`src/design/ngft_pkg.sv`:
```
package ngft_pkg;

  localparam int TABLE_ENTRIES = 256;
  localparam int MAX_GRAM_LEN  = 3;
  localparam int CNT_W         = $clog2(TABLE_ENTRIES + 1);
  localparam int TOKEN_W       = 16;
  localparam int KEY_W         = 3 * TOKEN_W;

  localparam logic [15:0] WEIGHT_STEP  = 16'd328;
  localparam logic [15:0] WEIGHT_START = 16'd3277;
  localparam logic [15:0] WEIGHT_ONE   = 16'd32768;

  localparam logic [2:0] STATUS_HIT     = 3'd0;
  localparam logic [2:0] STATUS_INSERT  = 3'd1;
  localparam logic [2:0] STATUS_FULL    = 3'd2;
  localparam logic [2:0] STATUS_IGNORED = 3'd3;
  localparam logic [2:0] STATUS_DECAY   = 3'd4;

  localparam logic OP_RECORD = 1'b0;
  localparam logic OP_DECAY  = 1'b1;

  localparam logic [1:0] MODE_OFF    = 2'd0;
  localparam logic [1:0] MODE_AUTO   = 2'd1;
  localparam logic [1:0] MODE_FORCED = 2'd2;
  localparam logic [1:0] MODE_SPARE  = 2'd3;

  typedef struct packed {
    logic [KEY_W-1:0] tokens;
    logic [1:0]       len;
    logic [15:0]      weight;
    logic [15:0]      freq;
    logic             alive;
  } entry_t;

  typedef struct packed {
    logic load_prev;
    logic load_next;
  } cell_ctl_t;

endpackage

```
`src/design/ngft_cell.sv`:
```
module ngft_cell
  import ngft_pkg::*;
(
  input  logic      clk,
  input  cell_ctl_t ctl,
  input  entry_t    din_prev,
  input  entry_t    din_next,
  output entry_t    q
);

  // Take from the left neighbor, from the right neighbor, or hold.
  always_ff @(posedge clk) begin
    if (ctl.load_prev) begin
      q <= din_prev;
    end else if (ctl.load_next) begin
      q <= din_next;
    end
  end

endmodule

```
`config.mk`:
```
export PLATFORM = sky130hd
export DESIGN_NAME = ngft_cell
export DESIGN_NICKNAME = d
export VERILOG_FILES = /design/src/design/ngft_pkg.sv /design/src/design/ngft_cell.sv
export SDC_FILE = /design/constraint.sdc
export NUM_CORES = 1
export LEC_CHECK = 0
export ABC_AREA = 1
export BUFFER_PORTS_ARGS = -buffer_cell sky130_fd_sc_hd__buf_4
export CORE_AREA = 2 2 97 99
export DETAILED_ROUTE_END_ITERATION = 7
export DIE_AREA = 0 0 99 101
export GPL_ROUTABILITY_DRIVEN = 0
export PLACE_DENSITY = 0.76
export SYNTH_ARGS = -nofsm -noshare
export SYNTH_HDL_FRONTEND = slang
export SYNTH_SLANG_ARGS = --single-unit
```
`constraint.sdc`:
```
create_clock -name clk -period 2.52 [get_ports clk]
set_clock_uncertainty 0.05 [all_clocks]
set_input_delay 0.378 -clock clk [delete_from_list [all_inputs] [get_ports clk]]
set_output_delay 0.378 -clock clk [all_outputs]
set_load 0.005 [all_outputs]
```
### Word level (Yosys, flattened, before mapping)

Cells that the tools add are included.

* mux-type cells: 2
* reductions and logical operators: 1

Operator list (number)
* $mux 83: 2
* $reduce_bool 2->1: 1

* register bits: 83
* bits of input ports: 169
* output and inout bits: 83
* word-level logic and storage cells: 8

### Logic depth before layout (Yosys ltp)

Gate-level depths: netlist of the first run.

* depth in word-level cells: 2
* gate-level depth with buffers: 5
* gate-level depth less buffers: 3

### Worst setup path before layout of the first run

No wires, ideal clock.

* path kind: input-to-reg
* start: in ctl[1] in the netlist's numbering
* end: reg q[0] in the netlist's numbering, enable pin
* setup time: 0.406 ns
* arrival: 1.575 ns
* required time: 2.064 ns
* setup slack: 0.489 ns
* stages: 2
* cells stage by stage: buf_4 or2_2

* longest elaborated chain between the ends: 1

Ends and longest elaborated chain
* start: declaration: RTL line ngft_cell.sv:5 `input cell_ctl_t ctl,`
* $reduce_bool 2->1 (no line)
* end signal: assignment: RTL line ngft_cell.sv:14 `q <= din_prev;`
* end signal: assignment: RTL line ngft_cell.sv:16 `q <= din_next;`
* end: declaration: RTL line ngft_cell.sv:8 `output entry_t q`

Every way passes these cells.
A chain may end at the register's enable or synchronous reset.

### Worst setup path in the final report of the first run

* start: in ctl[1] in the netlist's numbering
* end: reg q[1] in the netlist's numbering, enable pin

Same word-level chain as after synthesis.

==> results of run 1 <==
## placed cells by master (no fill, tap or decap)
| cell | instances |
|---|---|
| sky130_fd_sc_hd__clkinvlp_4 | 3 |
| sky130_fd_sc_hd__nand2_1 | 249 |
| sky130_fd_sc_hd__inv_2 | 1 |
| sky130_fd_sc_hd__or2_4 | 1 |
| sky130_fd_sc_hd__clkbuf_8 | 9 |
| sky130_fd_sc_hd__buf_4 | 255 |
| sky130_fd_sc_hd__clkbuf_1 | 2 |
| sky130_fd_sc_hd__bufinv_16 | 1 |
| sky130_fd_sc_hd__edfxtp_1 | 83 |
| sky130_fd_sc_hd__buf_12 | 1 |
## worst max-delay path by stage
stage | start | endpoint | slack (ns) | depth (start not counted)
floorplan | ctl[1] | q[0]$_DFFE_PP_ | 0.49 | 2
global placement | ctl[1] | q[41]$_DFFE_PP_ | 0.78 | 3
detailed placement | ctl[1] | q[39]$_DFFE_PP_ | 0.76 | 3
CTS | ctl[1] | q[33]$_DFFE_PP_ | 1.13 | 3
global route | ctl[1] | q[3]$_DFFE_PP_ | 1.08 | 3
finish | ctl[1] | q[1]$_DFFE_PP_ | 1.13 | 3
## cell families (layout without fill, tap and decap cells)
logic type             Yosys count  in the layout  share of synthesized area
buffers and inverters           19            272                     0.0362
DFF                             83             83                      0.700
and+or+nand+nor                250            250                      0.264
## per-layer routing
| layer | up-vias | part of all wire | GRT usage |
|---|---|---|---|
| li1 | 1621 | - | - |
| met1 | 1443 | 0.36 | 0.210 |
| met2 | 170 | 0.52 | 0.361 |
| met3 | 19 | 0.097 | 0.0624 |
| met4 | 0 | 0.024 | 0.0906 |
| met5 | - | 0 | 0 |
## final cells by class
class                      count  area (sq um)
clock buffer                  11           131
clock inverter                 4          52.6
fill                         739          3280
inverter                       1          3.75
multi-input combinational    250           943
sequential                    83          2490
tap                          111           139
timing repair buffer         256          1930
## stage by stage
stage / power, mW / std cells / setup slack (ns) / utilization
finish: 3.28 / 716 / 1.13 / 0.635
global route: 3.44 / 716 / 1.08 / 0.635
CTS: 3.32 / 716 / 1.13 / 0.635
detailed placement: 2.42 / 701 / 0.763 / 0.614
global placement: 2.40 / 701 / 0.782 / 0.614
floorplan: 1.94 / 352 / 0.489 / -
## report_power, final
| group | leakage [nW] | switching (mW) | internal [mW] |
|---|---|---|---|
| Combinational | 1.98 | 0.257 | 0.385 |
| Clock | 0.0816 | 0.447 | 0.454 |
| Sequential | 0.855 | 0.0444 | 1.69 |
==> impl_metrics.prom, run 1 <==
# TYPE chip_impl_metric gauge
chip_impl_metric{name="post-route-drc-count",unit=""} 0
chip_impl_info{name="top_regs",value="q: 83 flops"} 1
chip_impl_info{name="synth.cells.most_frequent",value="sky130_fd_sc_hd__nand2_1 (249), sky130_fd_sc_hd__edfxtp_1 (83), sky130_fd_sc_hd__buf_4 (14)"} 1
chip_impl_metric{name="avgSynthCellArea",unit="sq um"} 10.1
chip_impl_metric{name="std_cell_rows",unit=""} 35
chip_impl_metric{name="gr-usage-all-layers",unit=""} 0.198
chip_impl_metric{name="number_of_antenna_violations_at_the_first_check_in_global_routing",unit=""} 0
chip_impl_metric{name="timing.final.crit_share",unit=""} 0.551
chip_impl_metric{name="critical_path_buf_inv_count",unit=""} 2
chip_impl_metric{name="first_iter_violations",unit=""} 70
chip_impl_metric{name="power-per-cell-area",unit="mW/mm^2"} 576
chip_impl_metric{name="fin_setup_tns",unit="ns"} 0
chip_impl_metric{name="clk_pin_slew_worst_paths",unit="ns"} 0.08
chip_impl_metric{name="synth.cell_area",unit="sq mm"} 0.00356
chip_impl_metric{name="grt-ovfl-total",unit=""} 0
chip_impl_metric{name="stdcell_area",unit="sq mm"} 0.00570
chip_impl_metric{name="dp_hpwl",unit="mm"} 7.69
chip_impl_info{name="synth_top_cell_by_area",value="sky130_fd_sc_hd__edfxtp_1"} 1
chip_impl_info{name="critPathCaptureType",value="flip-flop"} 1
chip_impl_metric{name="critPathRequiredTime",unit="ns"} 2.50
chip_impl_metric{name="post_drt_wl_per_cell",unit="um"} 14.0
chip_impl_metric{name="critical_path_arrival",unit="ns"} 1.37
chip_impl_metric{name="ctsHoldBuffers",unit=""} 0
chip_impl_metric{name="relSlewSlack",unit=""} 0.564
chip_impl_info{name="clock_tree_from_tritoncts",value="yes"} 1
chip_impl_metric{name="ant_nets",unit=""} 0
chip_impl_info{name="min_delay_startpoint",value="din_next[17]"} 1
chip_impl_metric{name="max-clock-path-buffers",unit=""} 2
chip_impl_metric{name="drv_slew",unit=""} 0
chip_impl_metric{name="cts_inserted_buffers",unit=""} 9
chip_impl_metric{name="setup-violations-final",unit=""} 0
chip_impl_metric{name="via_per_inst",unit=""} 4.54
chip_impl_info{name="synth-main-ff-cell",value="sky130_fd_sc_hd__edfxtp_1"} 1
chip_impl_metric{name="leakage_power",unit="nW"} 2.91
chip_impl_metric{name="initial_utilization",unit=""} 0.397
chip_impl_metric{name="vias",unit=""} 3253
chip_impl_metric{name="worstMarginPinSlew",unit="ns"} 0.654
chip_impl_info{name="worst_path_most_repeated_cell",value="sky130_fd_sc_hd__buf_4"} 1
chip_impl_metric{name="final-hold-violation-count",unit=""} 0
chip_impl_metric{name="fin_nets",unit=""} 770
chip_impl_info{name="clk_root_buffer_cell",value="sky130_fd_sc_hd__clkbuf_8"} 1
chip_impl_metric{name="post_layout_minimum_cycle_time",unit="ns"} 1.39
chip_impl_metric{name="max_freq",unit="MHz"} 720
chip_impl_info{name="startpoint_type",value="input pin"} 1
chip_impl_info{name="synth_area_leaders",value="sky130_fd_sc_hd__edfxtp_1 (70%), sky130_fd_sc_hd__nand2_1 (26%), sky130_fd_sc_hd__buf_4 (3.0%)"} 1
chip_impl_metric{name="synth_top_area_share",unit=""} 0.700
chip_impl_info{name="critical_path.cell_chain",value="buf_4, or2_4, buf_4"} 1
chip_impl_info{name="worstSetupPathType",value="in2reg"} 1
chip_impl_info{name="post-synth-top-count-cell",value="sky130_fd_sc_hd__nand2_1"} 1
chip_impl_metric{name="die_x",unit="um"} 99
chip_impl_metric{name="synthesis.instances",unit=""} 352
chip_impl_metric{name="min_delay_path_depth",unit=""} 3
chip_impl_metric{name="grt_pass1_vias",unit=""} 3203
chip_impl_metric{name="crit_path_max_fanout",unit=""} 32
chip_impl_metric{name="cts_resized",unit=""} 0
chip_impl_metric{name="htree_num_levels",unit=""} 3
chip_impl_metric{name="synth-edff-count",unit=""} 83
chip_impl_metric{name="area_growth_syn_to_layout",unit="%"} 59.9
chip_impl_metric{name="core-area",unit="sq mm"} 0.00898
chip_impl_metric{name="drive_gt1_frac",unit=""} 0.448
chip_impl_metric{name="buffer_count_from_post_cts_setup_fixing",unit=""} 0
chip_impl_metric{name="floorplan.die.height",unit="um"} 101
chip_impl_metric{name="netlist-cell-type-count",unit=""} 6
chip_impl_info{name="worst_hold_path_type",value="in2reg"} 1
chip_impl_info{name="crit_slowest_cell",value="sky130_fd_sc_hd__or2_4"} 1
chip_impl_metric{name="detailed_place.area",unit="sq mm"} 0.00551
chip_impl_info{name="unrepaired_setup_endpoints_after_global_routing",value="no"} 1
chip_impl_metric{name="num_io_pins",unit=""} 252
chip_impl_metric{name="largest_register_ffs",unit=""} 83
chip_impl_metric{name="ys_warn_count",unit=""} 0
chip_impl_metric{name="worst_path_largest_cell_delay",unit="ns"} 0.45
chip_impl_metric{name="mappedNetlistNets",unit=""} 521
chip_impl_info{name="largest_register",value="q"} 1
chip_impl_metric{name="buffer_ports.inserted",unit=""} 251
chip_impl_metric{name="asyncSetResetFlopFracSynth",unit=""} 0
chip_impl_metric{name="synth-seq-cells",unit=""} 83
chip_impl_metric{name="vdd_drop_max",unit="mV"} 0.303
chip_impl_metric{name="grt_first_pass_wirelength",unit="mm"} 15.3
chip_impl_metric{name="drt-total-wl",unit="mm"} 10.0
chip_impl_info{name="cp_top_family",value="buffers and inverters"} 1
chip_impl_info{name="status",value="finished, final reports clean"} 1
chip_impl_metric{name="die_area",unit="sq mm"} 0.0100
chip_impl_metric{name="grt_start_max_net_pins",unit=""} 69
chip_impl_metric{name="antennaDiodeCount",unit=""} 0
chip_impl_metric{name="firstDrtPassIters",unit=""} 4
chip_impl_metric{name="cap_viol_max_count",unit=""} 0
chip_impl_info{name="hold_path_end",value="q[17]$_DFFE_PP_"} 1
chip_impl_metric{name="finalHoldWorstSlack",unit="ns"} 0.252
chip_impl_metric{name="numClockSinks",unit=""} 83
chip_impl_metric{name="seq_area_frac_synth",unit=""} 0.700
Power figures use the tool's default switching activity.
==> run 2: changes to the inputs <==
==> config.mk (replaced) <==
export PLATFORM = sky130hd
export DESIGN_NAME = ngft_cell
export DESIGN_NICKNAME = d
export VERILOG_FILES = /design/src/design/ngft_pkg.sv /design/src/design/ngft_cell.sv
export SDC_FILE = /design/constraint.sdc
export NUM_CORES = 1
export LEC_CHECK = 0
export ABC_AREA = 0
export BUFFER_PORTS_ARGS = -buffer_cell sky130_fd_sc_hd__buf_4
export CORE_MARGIN = 1.5
export CORE_UTILIZATION = 42
export DETAILED_ROUTE_END_ITERATION = 7
export GPL_ROUTABILITY_DRIVEN = 0
export PLACE_DENSITY = 0.79
export SYNTH_ARGS = -nofsm -noshare
export SYNTH_HDL_FRONTEND = slang
export SYNTH_SLANG_ARGS = --single-unit
==> constraint.sdc (replaced) <==
create_clock -name clk -period 1.33 [get_ports clk]
set_clock_uncertainty 0.05 [all_clocks]
set_input_delay 0.1995 -clock clk [delete_from_list [all_inputs] [get_ports clk]]
set_output_delay 0.1995 -clock clk [all_outputs]
set_load 0.005 [all_outputs]
==> impl_metrics.prom, run 2 <==
# TYPE chip_impl_metric gauge
chip_impl_info{name="status",value="finished, final reports clean"} 1
chip_impl_metric{name="synth_top_area_share",unit=""} 0.666
chip_impl_metric{name="cap_viol_max_count",unit=""} 0
chip_impl_metric{name="critPathRequiredTime",unit="ns"} 1.08
chip_impl_metric{name="leakage_power",unit="nW"} 2.79
chip_impl_metric{name="timing.final.crit_share",unit=""} 0.852
chip_impl_metric{name="synth_simple_gate_area_share",unit=""} 0.00167
chip_impl_metric{name="post_drt_wl_per_cell",unit="um"} 16.1
chip_impl_metric{name="grt_first_pass_wirelength",unit="mm"} 13.3
chip_impl_metric{name="worst_path_largest_cell_delay",unit="ns"} 0.39
chip_impl_metric{name="via_per_inst",unit=""} 4.54
chip_impl_metric{name="number_of_antenna_violations_at_the_first_check_in_global_routing",unit=""} 0
chip_impl_metric{name="stdcell_area",unit="sq mm"} 0.00599
chip_impl_metric{name="synthAdderAreaFrac",unit=""} 0
chip_impl_metric{name="cts_inserted_buffers",unit=""} 9
chip_impl_metric{name="gr-usage-all-layers",unit=""} 0.183
chip_impl_info{name="critical_path.cell_chain",value="buf_4"} 1
chip_impl_metric{name="ctsHoldBuffers",unit=""} 0
chip_impl_metric{name="drt-total-wl",unit="mm"} 8.82
chip_impl_info{name="worstSetupPathType",value="reg2out"} 1
chip_impl_metric{name="core-area",unit="sq mm"} 0.00868
chip_impl_metric{name="synthesis.instances",unit=""} 176
chip_impl_metric{name="drive_gt1_frac",unit=""} 0.810
chip_impl_metric{name="fin_nets",unit=""} 606
chip_impl_metric{name="seq_area_frac_synth",unit=""} 0.666
chip_impl_metric{name="area_growth_syn_to_layout",unit="%"} 60.1
chip_impl_info{name="top_regs",value="q: 83 flops"} 1
chip_impl_info{name="min_delay_startpoint",value="din_prev[47]"} 1
chip_impl_metric{name="compound_gate_fraction_of_synth_area",unit=""} 0
chip_impl_info{name="synth_top_cell_by_area",value="sky130_fd_sc_hd__edfxtp_1"} 1
chip_impl_metric{name="worstMarginPinSlew",unit="ns"} 0.251
chip_impl_metric{name="ys_warn_count",unit=""} 0
chip_impl_metric{name="buffer_ports.inserted",unit=""} 251
chip_impl_metric{name="numClockSinks",unit=""} 83
chip_impl_info{name="unrepaired_setup_endpoints_after_global_routing",value="no"} 1
chip_impl_metric{name="post-route-drc-count",unit=""} 0
chip_impl_metric{name="firstDrtPassIters",unit=""} 4
chip_impl_metric{name="relSlewSlack",unit=""} 0.833
chip_impl_metric{name="max_freq",unit="MHz"} 883
chip_impl_metric{name="first_iter_violations",unit=""} 62
chip_impl_metric{name="netlist-cell-type-count",unit=""} 6
chip_impl_info{name="startpoint_type",value="flip-flop"} 1
chip_impl_metric{name="critical_path_buf_inv_count",unit=""} 1
chip_impl_metric{name="initial_utilization",unit=""} 0.431
chip_impl_info{name="clock_tree_from_tritoncts",value="yes"} 1
chip_impl_metric{name="vias",unit=""} 2495
chip_impl_info{name="largest_register",value="q"} 1
chip_impl_metric{name="yosys-mux-area-fraction",unit=""} 0.309
chip_impl_metric{name="clk_pin_slew_worst_paths",unit="ns"} 0.08
chip_impl_info{name="cp_top_family",value="flip-flops"} 1
chip_impl_metric{name="power-per-cell-area",unit="mW/mm^2"} 1080
chip_impl_metric{name="post_layout_minimum_cycle_time",unit="ns"} 1.13
chip_impl_info{name="critPathCaptureType",value="output pin"} 1
chip_impl_metric{name="post_synth_xor_area_fraction",unit=""} 0
chip_impl_metric{name="synth-seq-cells",unit=""} 83
chip_impl_info{name="clk_root_buffer_cell",value="sky130_fd_sc_hd__clkbuf_8"} 1
chip_impl_info{name="synth.cells.most_frequent",value="sky130_fd_sc_hd__edfxtp_1 (83), sky130_fd_sc_hd__mux2_4 (59), sky130_fd_sc_hd__mux2_2 (24)"} 1
chip_impl_metric{name="num_io_pins",unit=""} 252
chip_impl_metric{name="synth.cell_area",unit="sq mm"} 0.00374
chip_impl_metric{name="dp_hpwl",unit="mm"} 6.95
chip_impl_metric{name="fin_ws",unit="ns"} 0.197
chip_impl_metric{name="avgSynthCellArea",unit="sq um"} 21.3
chip_impl_metric{name="critical_path_arrival",unit="ns"} 0.88
chip_impl_info{name="layout.cells.most_common_list",value="sky130_fd_sc_hd__buf_4 (255), sky130_fd_sc_hd__edfxtp_1 (83), sky130_fd_sc_hd__mux2_4 (59)"} 1
chip_impl_metric{name="min_delay_path_depth",unit=""} 2
chip_impl_info{name="synth-main-ff-cell",value="sky130_fd_sc_hd__edfxtp_1"} 1
chip_impl_metric{name="std_cell_rows",unit=""} 34
chip_impl_metric{name="cts_resized",unit=""} 0
chip_impl_metric{name="grt_pass1_vias",unit=""} 2634
chip_impl_metric{name="asyncSetResetFlopFracSynth",unit=""} 0
chip_impl_metric{name="vdd_drop_max",unit="mV"} 0.581
chip_impl_metric{name="ant_nets",unit=""} 0
chip_impl_metric{name="seq_area",unit="sq mm"} 0.00249
chip_impl_metric{name="total_power",unit="mW"} 6.49
chip_impl_metric{name="grt-ovfl-total",unit=""} 0
chip_impl_info{name="crit_slowest_cell",value="sky130_fd_sc_hd__edfxtp_1"} 1
chip_impl_metric{name="antennaDiodeCount",unit=""} 0
chip_impl_metric{name="mappedNetlistNets",unit=""} 345
chip_impl_metric{name="largest_register_ffs",unit=""} 83
chip_impl_metric{name="final-hold-violation-count",unit=""} 0
chip_impl_metric{name="detailed_place.area",unit="sq mm"} 0.00579
chip_impl_info{name="hold_path_end",value="q[47]$_DFFE_PP_"} 1
chip_impl_metric{name="setup-violations-final",unit=""} 0
chip_impl_metric{name="multi_input_comb_area",unit="sq mm"} 0.00116
chip_impl_metric{name="synth-edff-count",unit=""} 83
chip_impl_metric{name="max-clock-path-buffers",unit=""} 2
chip_impl_metric{name="fin_setup_tns",unit="ns"} 0
chip_impl_info{name="post-synth-top-count-cell",value="sky130_fd_sc_hd__edfxtp_1"} 1
chip_impl_metric{name="die_x",unit="um"} 97.4
chip_impl_metric{name="grt_start_max_net_pins",unit=""} 47
chip_impl_metric{name="dp_worst_setup_slack",unit="ns"} -0.0229
chip_impl_info{name="combinational_family_with_the_most_area_after_synthesis",value="multiplexers"} 1
chip_impl_info{name="worst_hold_path_type",value="in2reg"} 1
chip_impl_metric{name="crit_path_max_fanout",unit=""} 1
chip_impl_info{name="layout.cells.most_common",value="sky130_fd_sc_hd__buf_4"} 1
chip_impl_metric{name="die_area",unit="sq mm"} 0.00949
chip_impl_metric{name="floorplan.die.height",unit="um"} 97.4
chip_impl_info{name="synth_area_leaders",value="sky130_fd_sc_hd__edfxtp_1 (67%), sky130_fd_sc_hd__mux2_4 (24%), sky130_fd_sc_hd__mux2_2 (7.2%)"} 1
chip_impl_metric{name="drv_slew",unit=""} 0
chip_impl_metric{name="htree_num_levels",unit=""} 3
chip_impl_metric{name="buffer_count_from_post_cts_setup_fixing",unit=""} 0
chip_impl_metric{name="fillers",unit=""} 599
-- run 2: cell types whose count changed after synthesis, sizes merged --
cell and change:
buf -9, nand2 -249, inv -1, mux2 +83
-- run 2: metal layers --
metal | share of wire | track usage | vias to the layer above
li1 | - | - | 1210
met1 | 0.34 | 0.193 | 1117
met2 | 0.54 | 0.332 | 151
met3 | 0.098 | 0.0727 | 17
met4 | 0.020 | 0.0593 | 0
met5 | 0 | 0 | -
-- run 2: area by class of cell --
class,count,share of cell area
clock buffers,9,0.0207
flip-flops and latches,83,0.416
multi-input cells,84,0.194
repair buffers,259,0.333
well taps,108,0.0226
clock inverters,6,0.0136
-- run 2: cell families after synthesis --
logic type             after synthesis
buffers and inverters                9
AND/OR/NAND/NOR                      1
flip-flops                          83
multiplexers                        83
-- run 2: worst max-delay path by stage --
stage                    startpoint         endpoint  slack (ns)  cells after the start
floorplan                    ctl[1]   q[0]$_DFFE_PP_       -0.23                      3
global placement             ctl[1]   q[4]$_DFFE_PP_        0.02                      3
detailed placement           ctl[1]  q[10]$_DFFE_PP_       -0.02                      3
CTS                 q[54]$_DFFE_PP_            q[54]        0.18                      1
global route        q[41]$_DFFE_PP_            q[41]        0.14                      1
finish              q[54]$_DFFE_PP_            q[54]        0.20                      1
-- run 2: per-stage QoR --
step           instances  utilization  hold WS [ns]
2_1_floorplan        176            -         0.367
3_3_place_gp         534        0.667         0.450
3_5_place_dp         534        0.667         0.452
4_1_cts              549        0.690        0.0852
5_1_grt              549        0.690        0.0716
6_report             549        0.690         0.102
-- run 2: power by group --
group / internal [mW] / switching [mW]
clock: 1.03 / 0.858
sequential: 3.21 / 0.0798
combinational: 0.918 / 0.393
total: 5.16 / 1.33
==> run 3: changes to the inputs <==
--- a/config.mk
+++ b/config.mk
@@ -5,13 +5,13 @@
 export SDC_FILE = /design/constraint.sdc
 export NUM_CORES = 1
 export LEC_CHECK = 0
-export ABC_AREA = 0
+export ABC_AREA = 1
 export BUFFER_PORTS_ARGS = -buffer_cell sky130_fd_sc_hd__buf_4
-export CORE_MARGIN = 1.5
-export CORE_UTILIZATION = 42
+export CORE_AREA = 2 2 97 99
 export DETAILED_ROUTE_END_ITERATION = 7
+export DIE_AREA = 0 0 99 101
 export GPL_ROUTABILITY_DRIVEN = 0
-export PLACE_DENSITY = 0.79
+export PLACE_DENSITY = 0.76
 export SYNTH_ARGS = -nofsm -noshare
 export SYNTH_HDL_FRONTEND = slang
 export SYNTH_SLANG_ARGS = --single-unit
==> impl_metrics.prom, run 3 (synthesis gave the netlist of run 1 again) <==
# TYPE chip_impl_metric gauge
chip_impl_info{name="status",value="finished, final reports clean"} 1
chip_impl_info{name="critical_path.cell_chain",value="buf_4"} 1
chip_impl_metric{name="ctsHoldBuffers",unit=""} 0
chip_impl_metric{name="min_delay_path_depth",unit=""} 3
chip_impl_metric{name="cap_viol_max_count",unit=""} 0
chip_impl_metric{name="largest_register_ffs",unit=""} 83
chip_impl_metric{name="ant_nets",unit=""} 0
chip_impl_metric{name="critical_path_buf_inv_count",unit=""} 1
chip_impl_metric{name="vias",unit=""} 3219
chip_impl_metric{name="grt_start_max_net_pins",unit=""} 84
chip_impl_metric{name="std_cell_rows",unit=""} 35
chip_impl_metric{name="cts_inserted_buffers",unit=""} 9
chip_impl_metric{name="buffer_count_from_post_cts_setup_fixing",unit=""} 0
chip_impl_metric{name="first_iter_violations",unit=""} 68
chip_impl_info{name="worst_hold_path_type",value="in2reg"} 1
chip_impl_metric{name="numClockSinks",unit=""} 83
chip_impl_info{name="top_regs",value="q: 83 flops"} 1
chip_impl_metric{name="grt_pass1_vias",unit=""} 3080
chip_impl_info{name="startpoint_type",value="flip-flop"} 1
chip_impl_metric{name="power-per-cell-area",unit="mW/mm^2"} 1090
chip_impl_metric{name="post_layout_minimum_cycle_time",unit="ns"} 1.17
chip_impl_info{name="cp_top_family",value="flip-flops"} 1
chip_impl_metric{name="critical_path_arrival",unit="ns"} 0.92
chip_impl_metric{name="htree_num_levels",unit=""} 3
chip_impl_metric{name="firstDrtPassIters",unit=""} 4
chip_impl_metric{name="vdd_drop_max",unit="mV"} 0.617
chip_impl_info{name="clock_tree_from_tritoncts",value="yes"} 1
chip_impl_metric{name="buffer_ports.inserted",unit=""} 251
chip_impl_metric{name="leakage_power",unit="nW"} 2.93
chip_impl_metric{name="grt-ovfl-total",unit=""} 0
chip_impl_metric{name="drv_slew",unit=""} 0
chip_impl_metric{name="placed_cells",unit=""} 701
chip_impl_info{name="layout.cells.most_common_list",value="sky130_fd_sc_hd__buf_4 (253), sky130_fd_sc_hd__nand2_1 (249), sky130_fd_sc_hd__edfxtp_1 (83)"} 1
chip_impl_metric{name="setup-violations-final",unit=""} 0
chip_impl_metric{name="drt-total-wl",unit="mm"} 9.63
chip_impl_metric{name="finalHoldWorstSlack",unit="ns"} 0.0564
chip_impl_metric{name="post_drt_wl_per_cell",unit="um"} 13.4
chip_impl_metric{name="fillers",unit=""} 726
chip_impl_metric{name="max-clock-path-buffers",unit=""} 2
chip_impl_metric{name="worst-path-stages",unit=""} 1
chip_impl_metric{name="die_area",unit="sq mm"} 0.0100
chip_impl_metric{name="core-area",unit="sq mm"} 0.00898
chip_impl_metric{name="cts_resized",unit=""} 0
chip_impl_metric{name="antennaDiodeCount",unit=""} 0
chip_impl_metric{name="worstMarginPinSlew",unit="ns"} 0.444
chip_impl_metric{name="max_freq",unit="MHz"} 854
chip_impl_metric{name="fin_cells",unit=""} 717
chip_impl_metric{name="timing.final.crit_share",unit=""} 0.880
chip_impl_metric{name="num_io_pins",unit=""} 252
chip_impl_info{name="hold_path_end",value="q[66]$_DFFE_PP_"} 1
chip_impl_info{name="worstSetupPathType",value="reg2out"} 1
chip_impl_metric{name="via_per_inst",unit=""} 4.49
chip_impl_info{name="critPathCaptureType",value="output pin"} 1
chip_impl_metric{name="die_x",unit="um"} 99
chip_impl_metric{name="post-route-drc-count",unit=""} 0
chip_impl_metric{name="worst_path_largest_cell_delay",unit="ns"} 0.42
chip_impl_metric{name="clk_pin_slew_worst_paths",unit="ns"} 0.09
chip_impl_metric{name="fin_nets",unit=""} 770
chip_impl_metric{name="dp_hpwl",unit="mm"} 7.46
chip_impl_metric{name="grt_first_pass_wirelength",unit="mm"} 14.6
chip_impl_info{name="min_delay_startpoint",value="din_next[66]"} 1
chip_impl_info{name="largest_register",value="q"} 1
chip_impl_info{name="layout.cells.most_common",value="sky130_fd_sc_hd__buf_4"} 1
chip_impl_info{name="unrepaired_setup_endpoints_after_global_routing",value="no"} 1
chip_impl_metric{name="final-hold-violation-count",unit=""} 0
chip_impl_metric{name="drive_gt1_frac",unit=""} 0.450
chip_impl_metric{name="area_growth_syn_to_layout",unit="%"} 60.8
chip_impl_metric{name="number_of_antenna_violations_at_the_first_check_in_global_routing",unit=""} 0
chip_impl_metric{name="gr-usage-all-layers",unit=""} 0.190
chip_impl_info{name="clk_root_buffer_cell",value="sky130_fd_sc_hd__clkbuf_8"} 1
chip_impl_metric{name="critPathRequiredTime",unit="ns"} 1.08
chip_impl_metric{name="crit_path_max_fanout",unit=""} 1
chip_impl_metric{name="floorplan.die.height",unit="um"} 101
chip_impl_metric{name="relSlewSlack",unit=""} 0.704
chip_impl_info{name="crit_slowest_cell",value="sky130_fd_sc_hd__edfxtp_1"} 1
chip_impl_metric{name="initial_utilization",unit=""} 0.397
run 3: cell count changes in the layout (fill, tap and decap cells not counted), moves of 2 or more:
cell	previous run	this run
sky130_fd_sc_hd__buf_4	255	253
sky130_fd_sc_hd__mux2_2	24	0
sky130_fd_sc_hd__mux2_4	59	0
sky130_fd_sc_hd__nand2_1	0	249
run 3: per-layer routing:
metal,global-route usage,wire [um],share of wire,vias to the layer above
met3,0.0624,918,0.095,20
met5,0,0,0,-
li1,-,-,-,1622
met2,0.340,5010,0.52,159
met4,0.0854,244,0.025,0
met1,0.203,3460,0.36,1418
run 3: worst max-delay path by stage:
stage               startpoint         endpoint  slack, ns
3_5_place_dp            ctl[1]  q[46]$_DFFE_PP_       0.11
6_report       q[82]$_DFFE_PP_            q[82]       0.16
4_1_cts        q[82]$_DFFE_PP_            q[82]       0.13
3_3_place_gp            ctl[1]  q[40]$_DFFE_PP_       0.13
5_1_grt        q[82]$_DFFE_PP_            q[82]       0.12
2_1_floorplan           ctl[1]   q[0]$_DFFE_PP_      -0.07
run 3: report_power, final:
part	internal [mW]	switching [mW]	total, mW	leakage, nW
combinational	0.737	0.477	1.21	1.99
clock	0.868	0.894	1.76	0.0927
sequential	3.21	0.0818	3.29	0.855
run 3: through the flow:
step	worst slack, ns	power, mW	cell area, sq um	setup TNS, ns	utilization
floorplan	-0.0691	3.67	3570	-5.73	-
global placement	0.133	4.54	5540	0	0.617
detailed placement	0.106	4.58	5540	0	0.617
CTS	0.134	6.32	5730	0	0.638
global route	0.117	6.56	5730	0	0.638
finish	0.159	6.27	5730	0	0.638
run 3: area by class of cell:
cell class	instances	area (sq um)	area share
flip-flops and latches	83	2490	0.435
clock buffers	10	128	0.0223
clock inverters	6	63.8	0.0111
inverters	1	3.75	0.000655
repair buffers	256	1960	0.342
well taps	111	139	0.0242
multi-input cells	250	943	0.165
